--- config.mk ---
export PLATFORM = sky130hd
export DESIGN_NAME = pairwise_hamming_match_unit
export DESIGN_NICKNAME = d
export VERILOG_FILES = /design/src/rtl/pwhm_pkg.sv /design/src/rtl/pairwise_hamming_match_unit.sv /design/src/rtl/pwhm_front.sv /design/src/rtl/pwhm_job_fifo.sv /design/src/rtl/pwhm_back.sv
export VERILOG_INCLUDE_DIRS = /design/src /design/src/rtl
export SDC_FILE = /design/constraint.sdc
export NUM_CORES = 2
export LEC_CHECK = 0
export BUFFER_PORTS_ARGS = -buffer_cell sky130_fd_sc_hd__buf_2
export CELL_PAD_IN_SITES_DETAIL_PLACEMENT = 1
export CELL_PAD_IN_SITES_GLOBAL_PLACEMENT = 1
export CORE_ASPECT_RATIO = 0.9
export CORE_MARGIN = 2
export CORE_UTILIZATION = 40
export CTS_CLUSTER_SIZE = 24
export DETAILED_ROUTE_END_ITERATION = 8
export HOLD_SLACK_MARGIN = 0.02
export PLACE_DENSITY_LB_ADDON = 0.2
export SYNTH_ARGS = -nofsm -noshare
export SYNTH_HDL_FRONTEND = slang
export SYNTH_MEMORY_MAX_BITS = 65536
export SYNTH_SLANG_ARGS = --single-unit
--- constraint.sdc ---
create_clock -name clk -period 10.79 [get_ports clk]
set_input_delay 1.079 -clock clk [delete_from_list [all_inputs] [get_ports clk]]
set_output_delay 1.079 -clock clk [all_outputs]
set_load 0.02 [all_outputs]
--- src/rtl/pairwise_hamming_match_unit_assert.svh ---
// Assertion macros for the pairwise Hamming match unit.
`ifndef PAIRWISE_HAMMING_MATCH_UNIT_ASSERT_SVH
`define PAIRWISE_HAMMING_MATCH_UNIT_ASSERT_SVH

// Antecedent implies consequent in the same cycle.
`define PWHM_ASSERT_IMPLIES(lbl, ante, cons, msg) \
  lbl: assert property (@(posedge clk) disable iff (!rst_n) (ante) |-> (cons)) \
    else $error(msg);

// Antecedent implies consequent in the next cycle.
`define PWHM_ASSERT_NEXT(lbl, ante, cons, msg) \
  lbl: assert property (@(posedge clk) disable iff (!rst_n) (ante) |=> (cons)) \
    else $error(msg);

`endif

--- src/rtl/pwhm_pkg.sv ---
// Shared constants, types and helper functions of the pairwise Hamming match unit.
`default_nettype none
package pwhm_pkg;

  localparam int HASH_BITS  = 64;
  localparam int MAX_HASHES = 64;
  localparam int IDX_W      = $clog2(MAX_HASHES);
  localparam int CNT_W      = IDX_W + 1;
  localparam int PAIR_W     = 11;
  localparam int CODE_W     = 7;
  localparam int CFG_W      = 7;
  localparam int BYTES      = HASH_BITS / 8;
  localparam int OF_DEPTH   = 4;
  localparam int OF_AW      = $clog2(OF_DEPTH);

  // Register indexes on the configuration port
  localparam logic CFG_SET_SIZE  = 1'b0;
  localparam logic CFG_THRESHOLD = 1'b1;

  localparam logic [CFG_W-1:0] SET_SIZE_RESET  = CFG_W'(MAX_HASHES);
  localparam logic [CFG_W-1:0] THRESHOLD_RESET = '0;

  typedef struct packed {
    logic [HASH_BITS-1:0] hash;
    logic [IDX_W-1:0]     newer;
    logic [CNT_W-1:0]     size;
  } job_t;

  typedef struct packed {
    logic [IDX_W-1:0]  newer;
    logic [IDX_W-1:0]  older;
    logic [PAIR_W-1:0] pair;
    logic [CODE_W-1:0] code;
    logic              last;
  } res_t;

  // Clamp the programmed set size to 2 .. MAX_HASHES
  function automatic logic [CNT_W-1:0] sat_size(input logic [CFG_W-1:0] s);
    logic [CNT_W-1:0] r;
    r = CNT_W'(s);
    if (s < CFG_W'(2)) begin
      r = CNT_W'(2);
    end else if (s > CFG_W'(MAX_HASHES)) begin
      r = CNT_W'(MAX_HASHES);
    end
    return r;
  endfunction

  function automatic logic [3:0] pop8(input logic [7:0] b);
    logic [3:0] c;
    c = '0;
    for (int k = 0; k < 8; k++) begin
      c = c + 4'(b[k]);
    end
    return c;
  endfunction

endpackage
`default_nettype wire

--- src/rtl/pairwise_hamming_match_unit.sv ---
// Top level of the pairwise Hamming match unit: config registers and the three parts.
//
// Usage: push 64-bit hashes on the in_ channel (valid/ready). Hash number i of a
// set (i = 0 .. n-1, n = set_size clamped to 2..64) is stored and compared with
// every earlier hash j < i of the set; each comparison gives one beat on the
// out_ channel, in order of increasing j, carrying i, j, the triangular pair
// index, the match code (distance + 1 when within threshold, else 0) and a
// last_of_run flag on j = i - 1. The first hash of a set gives no beat.
// Throughput: the compare engine reads one table entry per cycle while the
// result queue has room, so hash i occupies it for i reads plus a job load.
// The front end and a two-deep job queue take the next hashes meanwhile.
// Reset (rst_n low, synchronous) empties all queues, returns the set position
// to zero, set_size to 64 and distance_threshold to 0; the table is not cleared.
// Write cfg_ registers only while idle. When out_ready is low the result queue
// fills and the engine holds its read pointer; nothing is dropped.
`default_nettype none
`include "pairwise_hamming_match_unit_assert.svh"
module pairwise_hamming_match_unit (
  input  wire logic                           clk,
  input  wire logic                           rst_n,
  input  wire logic                           in_valid,
  output logic                                in_ready,
  input  wire logic [pwhm_pkg::HASH_BITS-1:0] in_hash_value,
  output logic                                out_valid,
  input  wire logic                           out_ready,
  output logic [pwhm_pkg::IDX_W-1:0]          out_newer_index,
  output logic [pwhm_pkg::IDX_W-1:0]          out_older_index,
  output logic [pwhm_pkg::PAIR_W-1:0]         out_pair_index,
  output logic [pwhm_pkg::CODE_W-1:0]         out_match_code,
  output logic                                out_last_of_run,
  input  wire logic                           cfg_we,
  input  wire logic                           cfg_index,
  input  wire logic [pwhm_pkg::CFG_W-1:0]     cfg_data
);

  logic [pwhm_pkg::CFG_W-1:0] set_size_r;
  logic [pwhm_pkg::CFG_W-1:0] threshold_r;

  logic           job_push, job_full, job_pop, job_valid;
  pwhm_pkg::job_t front_job, head_job;
  pwhm_pkg::res_t res;

  // Configuration registers: no read-back, take the write at once
  always_ff @(posedge clk) begin
    if (!rst_n) begin
      set_size_r  <= pwhm_pkg::SET_SIZE_RESET;
      threshold_r <= pwhm_pkg::THRESHOLD_RESET;
    end else if (cfg_we) begin
      case (cfg_index)
        pwhm_pkg::CFG_SET_SIZE:  set_size_r  <= cfg_data;
        pwhm_pkg::CFG_THRESHOLD: threshold_r <= cfg_data;
        default: ;
      endcase
    end
  end

  // Front end: position within the set, wrap on a shrunk size
  pwhm_front u_front (
    .clk           (clk),
    .rst_n         (rst_n),
    .in_valid      (in_valid),
    .in_ready      (in_ready),
    .in_hash_value (in_hash_value),
    .set_size      (set_size_r),
    .job_full      (job_full),
    .job_push      (job_push),
    .job           (front_job)
  );

  // Decouple accept from compare
  pwhm_job_fifo u_job_fifo (
    .clk      (clk),
    .rst_n    (rst_n),
    .push     (job_push),
    .push_job (front_job),
    .full     (job_full),
    .pop      (job_pop),
    .valid    (job_valid),
    .head     (head_job)
  );

  // Compare engine: one stored hash per cycle while the result queue has room
  pwhm_back u_back (
    .clk       (clk),
    .rst_n     (rst_n),
    .job_valid (job_valid),
    .job       (head_job),
    .job_pop   (job_pop),
    .threshold (threshold_r),
    .res_valid (out_valid),
    .res_ready (out_ready),
    .res       (res)
  );

  assign out_newer_index = res.newer;
  assign out_older_index = res.older;
  assign out_pair_index  = res.pair;
  assign out_match_code  = res.code;
  assign out_last_of_run = res.last;

  // Older hash always precedes the newer one
  `PWHM_ASSERT_IMPLIES(a_order, out_valid, out_older_index < out_newer_index, "older index not below newer index")
  // The last beat of a run pairs neighbouring positions
  `PWHM_ASSERT_IMPLIES(a_last_adj, out_valid && out_last_of_run, pwhm_pkg::IDX_W'(out_older_index + pwhm_pkg::IDX_W'(1)) == out_newer_index, "last beat not on adjacent pair")
  // Match code never exceeds the hash width plus one
  `PWHM_ASSERT_IMPLIES(a_code_range, out_valid, out_match_code <= pwhm_pkg::CODE_W'(pwhm_pkg::HASH_BITS + 1), "match code out of range")
  // A job that starts a run is never followed at once by another job load
  `PWHM_ASSERT_NEXT(a_job_load, job_pop && (head_job.newer != '0), !job_pop, "engine reloaded while running")

endmodule
`default_nettype wire

--- src/rtl/pwhm_front.sv ---
// Front end: accepts hashes, assigns the position in the set and issues jobs.
`default_nettype none
module pwhm_front (
  input  wire logic                          clk,
  input  wire logic                          rst_n,
  input  wire logic                          in_valid,
  output logic                               in_ready,
  input  wire logic [pwhm_pkg::HASH_BITS-1:0] in_hash_value,
  input  wire logic [pwhm_pkg::CFG_W-1:0]    set_size,
  input  wire logic                          job_full,
  output logic                               job_push,
  output pwhm_pkg::job_t                     job
);

  logic [pwhm_pkg::CNT_W-1:0] count_r, count_nxt;
  logic [pwhm_pkg::CNT_W-1:0] size_eff;
  logic [pwhm_pkg::CNT_W-1:0] pos;
  logic [pwhm_pkg::CNT_W-1:0] pos_inc;

  always_comb begin
    size_eff = pwhm_pkg::sat_size(set_size);
    // a shrunk set size restarts the set
    pos      = (count_r >= size_eff) ? '0 : count_r;
    pos_inc  = pos + pwhm_pkg::CNT_W'(1);
    in_ready = !job_full;
    job_push = in_valid && in_ready;
    count_nxt = count_r;
    if (job_push) begin
      count_nxt = (pos_inc >= size_eff) ? '0 : pos_inc;
    end
    job.hash  = in_hash_value;
    job.newer = pos[pwhm_pkg::IDX_W-1:0];
    job.size  = size_eff;
  end

  always_ff @(posedge clk) begin
    if (!rst_n) begin
      count_r <= '0;
    end else begin
      count_r <= count_nxt;
    end
  end

endmodule
`default_nettype wire

--- src/rtl/pwhm_job_fifo.sv ---
// Two-entry job queue between the front end and the compare engine.
`default_nettype none
module pwhm_job_fifo (
  input  wire logic           clk,
  input  wire logic           rst_n,
  input  wire logic           push,
  input  wire pwhm_pkg::job_t push_job,
  output logic                full,
  input  wire logic           pop,
  output logic                valid,
  output pwhm_pkg::job_t      head
);

  pwhm_pkg::job_t ent_r [2];
  logic       wp_r, rp_r;
  logic [1:0] cnt_r, cnt_nxt;

  always_comb begin
    full  = (cnt_r == 2'd2);
    valid = (cnt_r != 2'd0);
    head  = ent_r[rp_r];
    cnt_nxt = cnt_r;
    if (push && !(pop && valid)) begin
      cnt_nxt = cnt_r + 2'd1;
    end else if (!push && pop && valid) begin
      cnt_nxt = cnt_r - 2'd1;
    end
  end

  always_ff @(posedge clk) begin
    if (push) begin
      ent_r[wp_r] <= push_job;
    end
  end

  always_ff @(posedge clk) begin
    if (!rst_n) begin
      wp_r  <= 1'b0;
      rp_r  <= 1'b0;
      cnt_r <= '0;
    end else begin
      cnt_r <= cnt_nxt;
      if (push) begin
        wp_r <= !wp_r;
      end
      if (pop && valid) begin
        rp_r <= !rp_r;
      end
    end
  end

endmodule
`default_nettype wire

--- src/rtl/pwhm_back.sv ---
// Compare engine: hash table, pipelined XOR popcount and result queue.
`default_nettype none
module pwhm_back (
  input  wire logic                       clk,
  input  wire logic                       rst_n,
  input  wire logic                       job_valid,
  input  wire pwhm_pkg::job_t             job,
  output logic                            job_pop,
  input  wire logic [pwhm_pkg::CFG_W-1:0] threshold,
  output logic                            res_valid,
  input  wire logic                       res_ready,
  output pwhm_pkg::res_t                  res
);

  localparam logic ST_IDLE = 1'b0;
  localparam logic ST_RUN  = 1'b1;

  logic state_r, state_nxt;

  // current job
  logic [pwhm_pkg::HASH_BITS-1:0] cur_hash_r;
  logic [pwhm_pkg::IDX_W-1:0]     cur_i_r;
  logic [pwhm_pkg::CNT_W-1:0]     cur_n_r;
  logic [pwhm_pkg::IDX_W-1:0]     j_r;
  logic [pwhm_pkg::PAIR_W-1:0]    pair_r;

  logic [pwhm_pkg::HASH_BITS-1:0] tbl_mem [pwhm_pkg::MAX_HASHES];

  // read stage
  logic                           s1_v_r;
  logic [pwhm_pkg::HASH_BITS-1:0] s1_rd_r;
  logic [pwhm_pkg::HASH_BITS-1:0] s1_hash_r;
  logic [pwhm_pkg::IDX_W-1:0]     s1_i_r, s1_j_r;
  logic [pwhm_pkg::PAIR_W-1:0]    s1_pair_r;
  logic                           s1_last_r;

  // popcount stage
  logic                           s2_v_r;
  logic [3:0]                     s2_cnt_r [pwhm_pkg::BYTES];
  logic [pwhm_pkg::IDX_W-1:0]     s2_i_r, s2_j_r;
  logic [pwhm_pkg::PAIR_W-1:0]    s2_pair_r;
  logic                           s2_last_r;

  // result queue
  pwhm_pkg::res_t                 of_r [pwhm_pkg::OF_DEPTH];
  logic [pwhm_pkg::OF_AW-1:0]     of_wp_r, of_rp_r;
  logic [pwhm_pkg::OF_AW:0]       of_cnt_r;

  logic [pwhm_pkg::HASH_BITS-1:0] diff;
  logic [pwhm_pkg::OF_AW:0]       occ;
  logic                           issue;
  logic                           issue_last;
  logic [pwhm_pkg::PAIR_W-1:0]    pair_step;
  logic [pwhm_pkg::CODE_W-1:0]    hdist;
  pwhm_pkg::res_t                 s2_res;
  logic                           of_pop;

  always_comb begin
    job_pop    = (state_r == ST_IDLE) && job_valid;
    // count results in flight so the queue never overflows
    occ        = of_cnt_r + (pwhm_pkg::OF_AW + 1)'(s1_v_r) + (pwhm_pkg::OF_AW + 1)'(s2_v_r);
    issue      = (state_r == ST_RUN) && (occ < (pwhm_pkg::OF_AW + 1)'(pwhm_pkg::OF_DEPTH));
    issue_last = (pwhm_pkg::IDX_W'(j_r + pwhm_pkg::IDX_W'(1)) == cur_i_r);
    // pair(j+1) - pair(j) = n - j - 2
    pair_step  = pwhm_pkg::PAIR_W'(cur_n_r) - pwhm_pkg::PAIR_W'(j_r) - pwhm_pkg::PAIR_W'(2);
    diff       = s1_hash_r ^ s1_rd_r;

    state_nxt = state_r;
    case (state_r)
      ST_IDLE: begin
        if (job_pop && (job.newer != '0)) begin
          state_nxt = ST_RUN;
        end
      end
      ST_RUN: begin
        if (issue && issue_last) begin
          state_nxt = ST_IDLE;
        end
      end
      default: state_nxt = ST_IDLE;
    endcase

    hdist = '0;
    for (int k = 0; k < pwhm_pkg::BYTES; k++) begin
      hdist = hdist + pwhm_pkg::CODE_W'(s2_cnt_r[k]);
    end
    s2_res.newer = s2_i_r;
    s2_res.older = s2_j_r;
    s2_res.pair  = s2_pair_r;
    s2_res.code  = (hdist <= threshold) ? pwhm_pkg::CODE_W'(hdist + pwhm_pkg::CODE_W'(1)) : '0;
    s2_res.last  = s2_last_r;

    res_valid = (of_cnt_r != '0);
    res       = of_r[of_rp_r];
    of_pop    = res_valid && res_ready;
  end

  // table write on job load, table read on issue
  always_ff @(posedge clk) begin
    if (job_pop) begin
      tbl_mem[job.newer] <= job.hash;
    end
    if (issue) begin
      s1_rd_r <= tbl_mem[j_r];
    end
  end

  // payload registers
  always_ff @(posedge clk) begin
    if (job_pop) begin
      cur_hash_r <= job.hash;
      cur_i_r    <= job.newer;
      cur_n_r    <= job.size;
      j_r        <= '0;
      pair_r     <= pwhm_pkg::PAIR_W'(job.newer) - pwhm_pkg::PAIR_W'(1);
    end else if (issue) begin
      j_r    <= pwhm_pkg::IDX_W'(j_r + pwhm_pkg::IDX_W'(1));
      pair_r <= pwhm_pkg::PAIR_W'(pair_r + pair_step);
    end
    if (issue) begin
      s1_hash_r <= cur_hash_r;
      s1_i_r    <= cur_i_r;
      s1_j_r    <= j_r;
      s1_pair_r <= pair_r;
      s1_last_r <= issue_last;
    end
    if (s1_v_r) begin
      for (int k = 0; k < pwhm_pkg::BYTES; k++) begin
        s2_cnt_r[k] <= pwhm_pkg::pop8(diff[8*k +: 8]);
      end
      s2_i_r    <= s1_i_r;
      s2_j_r    <= s1_j_r;
      s2_pair_r <= s1_pair_r;
      s2_last_r <= s1_last_r;
    end
    if (s2_v_r) begin
      of_r[of_wp_r] <= s2_res;
    end
  end

  // control registers
  always_ff @(posedge clk) begin
    if (!rst_n) begin
      state_r  <= ST_IDLE;
      s1_v_r   <= 1'b0;
      s2_v_r   <= 1'b0;
      of_wp_r  <= '0;
      of_rp_r  <= '0;
      of_cnt_r <= '0;
    end else begin
      state_r <= state_nxt;
      s1_v_r  <= issue;
      s2_v_r  <= s1_v_r;
      if (s2_v_r) begin
        of_wp_r <= pwhm_pkg::OF_AW'(of_wp_r + pwhm_pkg::OF_AW'(1));
      end
      if (of_pop) begin
        of_rp_r <= pwhm_pkg::OF_AW'(of_rp_r + pwhm_pkg::OF_AW'(1));
      end
      if (s2_v_r && !of_pop) begin
        of_cnt_r <= of_cnt_r + (pwhm_pkg::OF_AW + 1)'(1);
      end else if (!s2_v_r && of_pop) begin
        of_cnt_r <= of_cnt_r - (pwhm_pkg::OF_AW + 1)'(1);
      end
    end
  end

endmodule
`default_nettype wire
# Word-level counts from Yosys, hierarchy flattened
# Memory sizes are Yosys's and may differ from the RTL's. A register that Yosys moved wholly into a read port is not among the register bits.
# Cells that the tools add are included.
[totals]
regBits = 241
latch_bits = 0
mem_bits_rw = 4406
romBits = 0
input_bits = 77
output_inout_bits = 33
n_memories = 4
[op_classes]
n_addsub = 78
multipliers = 0
div = 0
order_cmp = 6
eq_ne = 2
n_shift = 0
n_mux = 26
bitwise_logic = 3
reduce_logical = 27
[memory_table]
columns = ["memory", "words", "word_bits", "rd", "rd_ports_with_merged_regs", "write_ports", "line", "text"]
rows = [
  ["u_back.tbl_mem", 64, 64, 1, 1, 1, "pwhm_back.sv:27", "logic [pwhm_pkg::HASH_BITS-1:0] tbl_mem [pwhm_pkg::MAX_HASHES];"],
  ["u_job_fifo.ent_r", 2, 77, 1, 1, 1, "pwhm_job_fifo.sv:14", "pwhm_pkg::job_t ent_r [2];"],
  ["u_back.of_r", 4, 31, 1, 1, 1, "pwhm_back.sv:45", "pwhm_pkg::res_t of_r [pwhm_pkg::OF_DEPTH];"],
  ["u_back.s2_cnt_r", 8, 4, 8, 0, 8, "pwhm_back.sv:39", "logic [3:0] s2_cnt_r [pwhm_pkg::BYTES];"],
]
[ops]
columns = ["cell", "n"]
rows = [
  ["$add A4 B1 Y4", 48],
  ["$xor A64 B64 Y64", 1],
  ["$add A7 B4 Y7", 6],
  ["$mux W7", 5],
  ["$mux W11", 2],
  ["$add A1 B1 Y2", 8],
  ["$add A7 B1 Y7 const B", 2],
  ["$ge A7 B7 Y1", 2],
  ["$logic_and A1 B1 Y1", 12],
  ["$mux W1", 12],
  ["$add A11 B11 Y11", 1],
  ["$sub A11 B2 Y11 const B", 1],
  ["$mux W2", 4],
  ["$reduce_bool A2 Y1", 4],
  ["$sub A7 B6 Y8", 1],
  ["$gt A7 B7 Y1 const B", 1],
  ["$le A7 B7 Y1", 1],
  ["$logic_not A1 Y1", 7],
  ["$lt A7 B2 Y1 const B", 1],
  ["$sub A6 B1 Y7 const B", 1],
  ["$add A2 B1 Y2 const B", 3],
  ["$add A3 B1 Y3", 2],
  ["$add A6 B1 Y6 const B", 1],
  ["$eq A6 B6 Y1", 1],
  ["other kinds (12)", 15],
]

# Longest topological paths before layout
# An unclocked memory read counts as a cell.
[logic_depth]
word_depth = 10
ltp_mapped = 20

# By module
# From an unflattened synthesis, not the netlist that was laid out.
[hier_totals]
cells_unflattened = 7355
area_unflattened_um2 = 180941.0
[modules_own_cells]
columns = ["mod", "instances", "cells_per_inst", "area_each_um2", "seq_area_each_um2"]
rows = [
  ["pwhm_back", 1, 6870, 173163.6, 135970.4],
  ["pwhm_job_fifo", 1, 265, 5919.4, 4724.5],
  ["pwhm_front", 1, 164, 1315.0, 140.1],
  ["pairwise_hamming_match_unit", 1, 56, 543.0, 280.3],
]

# Worst setup path after synthesis
# No wires, ideal clock.
[synth_timing]
path_type = "register -> register"
from = "reg u_back.s1_v_r"
to = "reg u_back.pair_r[0] (netlist bit), enable pin"
setup_ns = 0.329
t_arrival_ns = 8.957
required_time_ns = 10.461
slack_ns = 1.504
stages_incl_launch_ff = 5
period_less_slack_ns = 9.286
path_cell_list = "dfxtp_1 > a21o_1 > a21boi_0 > nor3b_2 > or2_2"
[synth_between]
elab_chain_len = 5
[synth_lines]
columns = ["element", "line", "text"]
rows = [
  ["start, declared", "pwhm_back.sv:30", "logic s1_v_r;"],
  ["start signal, assigned", "pwhm_back.sv:152", "s1_v_r <= issue;"],
  ["$add A3 B1 Y3 (2 in series)", "pwhm_back.sv:61", "occ = of_cnt_r + (pwhm_pkg::OF_AW + 1)'(s1_v_r) + (pwhm_pkg::OF_AW + 1)'(s2_v_r);"],
  ["$lt A3 B3 Y1", "pwhm_back.sv:62", "issue = (state_r == ST_RUN) && (occ < (pwhm_pkg::OF_AW + 1)'(pwhm_pkg::OF_DEPTH));"],
  ["$logic_and A1 B1 Y1", "pwhm_back.sv:62", ""],
  ["named net u_back.issue", "pwhm_back.sv:51", "logic issue;"],
  ["$reduce_bool A2 Y1 (no source line)", "-", ""],
  ["end signal, assigned", "pwhm_back.sv:115", "pair_r <= pwhm_pkg::PAIR_W'(job.newer) - pwhm_pkg::PAIR_W'(1);"],
  ["end signal, assigned", "pwhm_back.sv:118", "pair_r <= pwhm_pkg::PAIR_W'(pair_r + pair_step);"],
  ["end, declared", "pwhm_back.sv:25", "logic [pwhm_pkg::PAIR_W-1:0] pair_r;"],
]
# The timed path passes the listed nets, and every way through them passes these cells.
# A chain may end at the register's enable or synchronous reset.

==> run summary <==
worst-skew pair later-pin latency: 1.03 ns
Top FF cell, synth: edfxtp_1
vias per cell: 6.02
initial antenna violation count: 41
final hold slack: 0.246 ns
GRT Util Overall: 24.4%
VDD IR-drop max: 0.734 mV
DIE HEIGHT: 642 µm
register area: 0.141 mm²
Max Slew Vio Count: 0
number of port buffers: 109
Least-Margin Pin Slew: 1.44 ns
Setup crit end kind: flop
Clock Tree Buf Depth: 4
1st-pass router iterations: 6
CTS clk-pin slew, worst paths: 0.07 ns
Final Hold Viols: 0
die width: 713 µm
RSZ-0062 raised after global routing: no
vias in the first global route: 93200
area of the multi-input gates: 0.0378 mm²
Worst Hold Class: primary input to flop
CTS H-tree depth: 5
root buf cell: clkbuf_16
# fillers: 40900
max-cap violations: 0
CP delay by family, top: adder cells
Rows: 234
post-route setup slack: 4.81 ns
setup_tns: 0 ns
Worst Setup Start Kind: flop
Slowest-stage cell, CP: fa_1
Buf/Inv on CP: 2
nets: 9009
fin crit period: 5.98 ns
Post-DRT Antenna Nets: 0
IO Pins: 110
Mean Syn Cell Area: 21.8 µm²
Post-synth EDFFs: 4670
gr ovfl total: 0
share of layout cells above drive strength 1: 24.6%
Routed WL: 568000 µm
# setup viols final: 0
area grow syn2layout: 13.4%
syn nets: 8548
fin area: 0.205 mm²
placed cell area: 0.190 mm²
Avg WL per Cell: 37.4 µm
Synth Cell Area: 0.181 mm²
global-route wire length before repair: 780000 µm
largest cells by area after synthesis: edfxtp_1, mux4_2, mux2i_1
CP dominant cell by count: fa_1
sequential-to-total area share from yosys stat: 77.9%
setup repair bufs after CTS: 0
outcome: completed
final worst-path cycle share: 55.4%
clk sinks: 4714
Achievable Freq: 167 MHz
Clock Skew: 0.0768 ns
largest net degree at the start of global routing: 126
worst path arrival time: 6.76 ns
CORE AREA: 0.451 mm²
area leader, netlist: edfxtp_1
Async S/R FF share, synth: 0%
PD cells: 281 mW/mm²
Rel. slew slack: 2.99%
initial DRC count: 12400
Yosys warning count: 0
number of synthesized register bits: 4714
Synth top area share: 77.4%
drc violations: 0
dpl ws: 4.85 ns
worst path required time: 11.58 ns
CTS buffer count: 474
Cells after Synth: 8322
# resized after CTS: 0
Worst Path Max Fanout: 7
Leak Pwr: 0.0640 µW
Vias: 91500
CP Class: flop to flop
post-synth cell types: 60
DIE AREA: 0.458 mm²
CTS tree: built
cells along the critical path: ha_1 -> fa_1 -> xor2_1 -> fa_1 -> inv_1 -> fa_1 -> fa_1 -> fa_1 -> inv_1 -> ha_1 -> a21o_1 -> a21oi_1 -> xnor2_1 -> ha_1 -> a21oi_1 -> nor2b_1 -> o21ai_0 -> o21ai_0 -> o22a_1 -> nor2_1
final RePlAce weighted congestion: 0.785
Post-CTS Hold Buffers: 0
dpl hpwl: 304000 µm
CP peak stage delay: 0.51 ns
Initial Util: 40.1%
[worst reg2reg max path, stage by stage, from the launching register on]
cell      delay, ns
edfxtp_1       0.38
ha_1           0.23
fa_1           0.40
xor2_1         0.17
fa_1           0.51
inv_1          0.07
fa_1           0.51
fa_1           0.43
fa_1           0.51
inv_1          0.08
ha_1           0.29
a21o_1         0.18
a21oi_1        0.27
xnor2_1        0.27
ha_1           0.33
a21oi_1        0.24
nor2b_1        0.10
o21ai_0        0.15
o21ai_0        0.10
o22a_1         0.30
nor2_1         0.31
[logic make-up after synthesis]
kind of cell	after synthesis	synth area share (%)
simple gates	850	2.01
buf+inv	557	1.50
fa+ha+maj	149	1.25
flops	4714	77.9
compound gates	605	2.11
mux	1326	14.6
xor+xnor	121	0.585
[metrics by stage]
step / power [µW] / util (%) / instances
CTS: 58100 / 45.5 / 15200
floorplan: 35400 / - / 8322
global route: 60100 / 45.5 / 15200
global placement: 41500 / 42.1 / 14300
detailed placement: 41700 / 42.1 / 14300
finish: 57800 / 45.5 / 15200
[cells in the mapped netlist, drive strengths merged (2+ instances only)]
cell type and instances:
nand3 102, nor3b 3, nor2b 15, nand3b 2, buf 225, mux2 71, xor2 46, or3 2
a311oi 2, fa 54, and3 56, a31oi 93, a22oi 110, inv 153, nand4 3, o22ai 97
a21oi 143, or2 3, a211oi 4, dfxtp 44, o21bai 2, o31ai 45, xnor2 75, edfxtp 4670
ha 95, a21boi 3, nand2b 8, o21ai 64, mux2i 208, nor3 14, o221ai 22, and4 2
clkbuf 178, and2 16, a21o 12, nor2 227, mux4 1047, nand2 392
[layout by cell type, fill, tap and decap left out, types with 14 or more instances in the layout]
cell | Yosys | final
edfxtp_1 | 4670 | 4670
a31oi_1 | 93 | 93
mux2_2 | 71 | 70
nor2_4 | 0 | 69
o31ai_1 | 45 | 45
and2_1 | 16 | 15
clkinv_1 | 1 | 109
nor2b_1 | 15 | 14
buf_4 | 82 | 258
buf_12 | 0 | 21
ha_1 | 95 | 95
a21oi_1 | 143 | 143
o21ai_0 | 63 | 63
nand3_1 | 102 | 102
o22ai_1 | 97 | 97
clkbuf_1 | 178 | 114
mux2i_1 | 208 | 208
buf_2 | 61 | 109
inv_1 | 152 | 149
nor3_1 | 14 | 14
dfxtp_1 | 44 | 35
bufinv_16 | 0 | 49
clkbuf_16 | 0 | 483
mux4_2 | 1047 | 1047
a22oi_1 | 110 | 110
clkinv_2 | 0 | 82
o221ai_1 | 22 | 22
xor2_1 | 46 | 45
xnor2_1 | 75 | 74
nand2_1 | 392 | 389
and3_1 | 56 | 55
nor2_1 | 227 | 158
fa_1 | 54 | 54
[flip-flops by register name, indices dropped and copies added (netlist names), 11 cells and up, named ones only]
register and count:
u_back.tbl_mem 4096, u_back.s1_pair_r 11, u_back.of_r 124, u_job_fifo.ent_r 154, u_back.s1_rd_r 64, u_back.s2_pair_r 11
u_back.s1_hash_r 64, u_back.s2_cnt_r 32, u_back.cur_hash_r 64, u_back.pair_r 11
[report_power, final]
group | total (µW) | switching [µW] | internal [µW]
clock | 16500 | 7110 | 9380
sequential | 23800 | 370 | 23400
combinational | 17600 | 11100 | 6410
total | 57800 | 18600 | 39200
[metal layers]
layer  track usage [%]  wire, µm  vias up
met5                 0        13        -
met4              6.02     15200        2
met3              3.91     47900      820
met2              38.5    266000     4491
met1              35.8    239000    50700
li1                  -         -    35400
[cell type report]
| class | count | area share [%] |
|---|---|---|
| sequential | 4714 | 68.7 |
| multi-input combinational | 3051 | 18.4 |
| clock buffer | 600 | 6.11 |
| tap | 6018 | 3.67 |
| timing repair buffer | 388 | 1.41 |
| clock inverter | 275 | 1.34 |
| inverter | 154 | 0.294 |
| antenna | 6 | 0.00731 |
[path summary, 6_finish.rpt]
path                              startpoint                                end  slack [ns]  depth (start not counted)
min                        in_hash_value[49]  u_job_fifo.ent_r[1][62]$_DFFE_PP_        0.25                          1
max reg2reg  u_back.s2_cnt_r[0][4]$_DFFE_PP_        u_back.of_r[1][1]$_DFFE_PP_        4.81                         20
max          u_back.s2_cnt_r[0][4]$_DFFE_PP_        u_back.of_r[1][1]$_DFFE_PP_        4.81                         20
min reg2reg  u_back.cur_hash_r[61]$_DFFE_PP_     u_back.s1_hash_r[61]$_DFFE_PP_        0.41                          0
No activity file was read; power rests on OpenSTA's default activity.
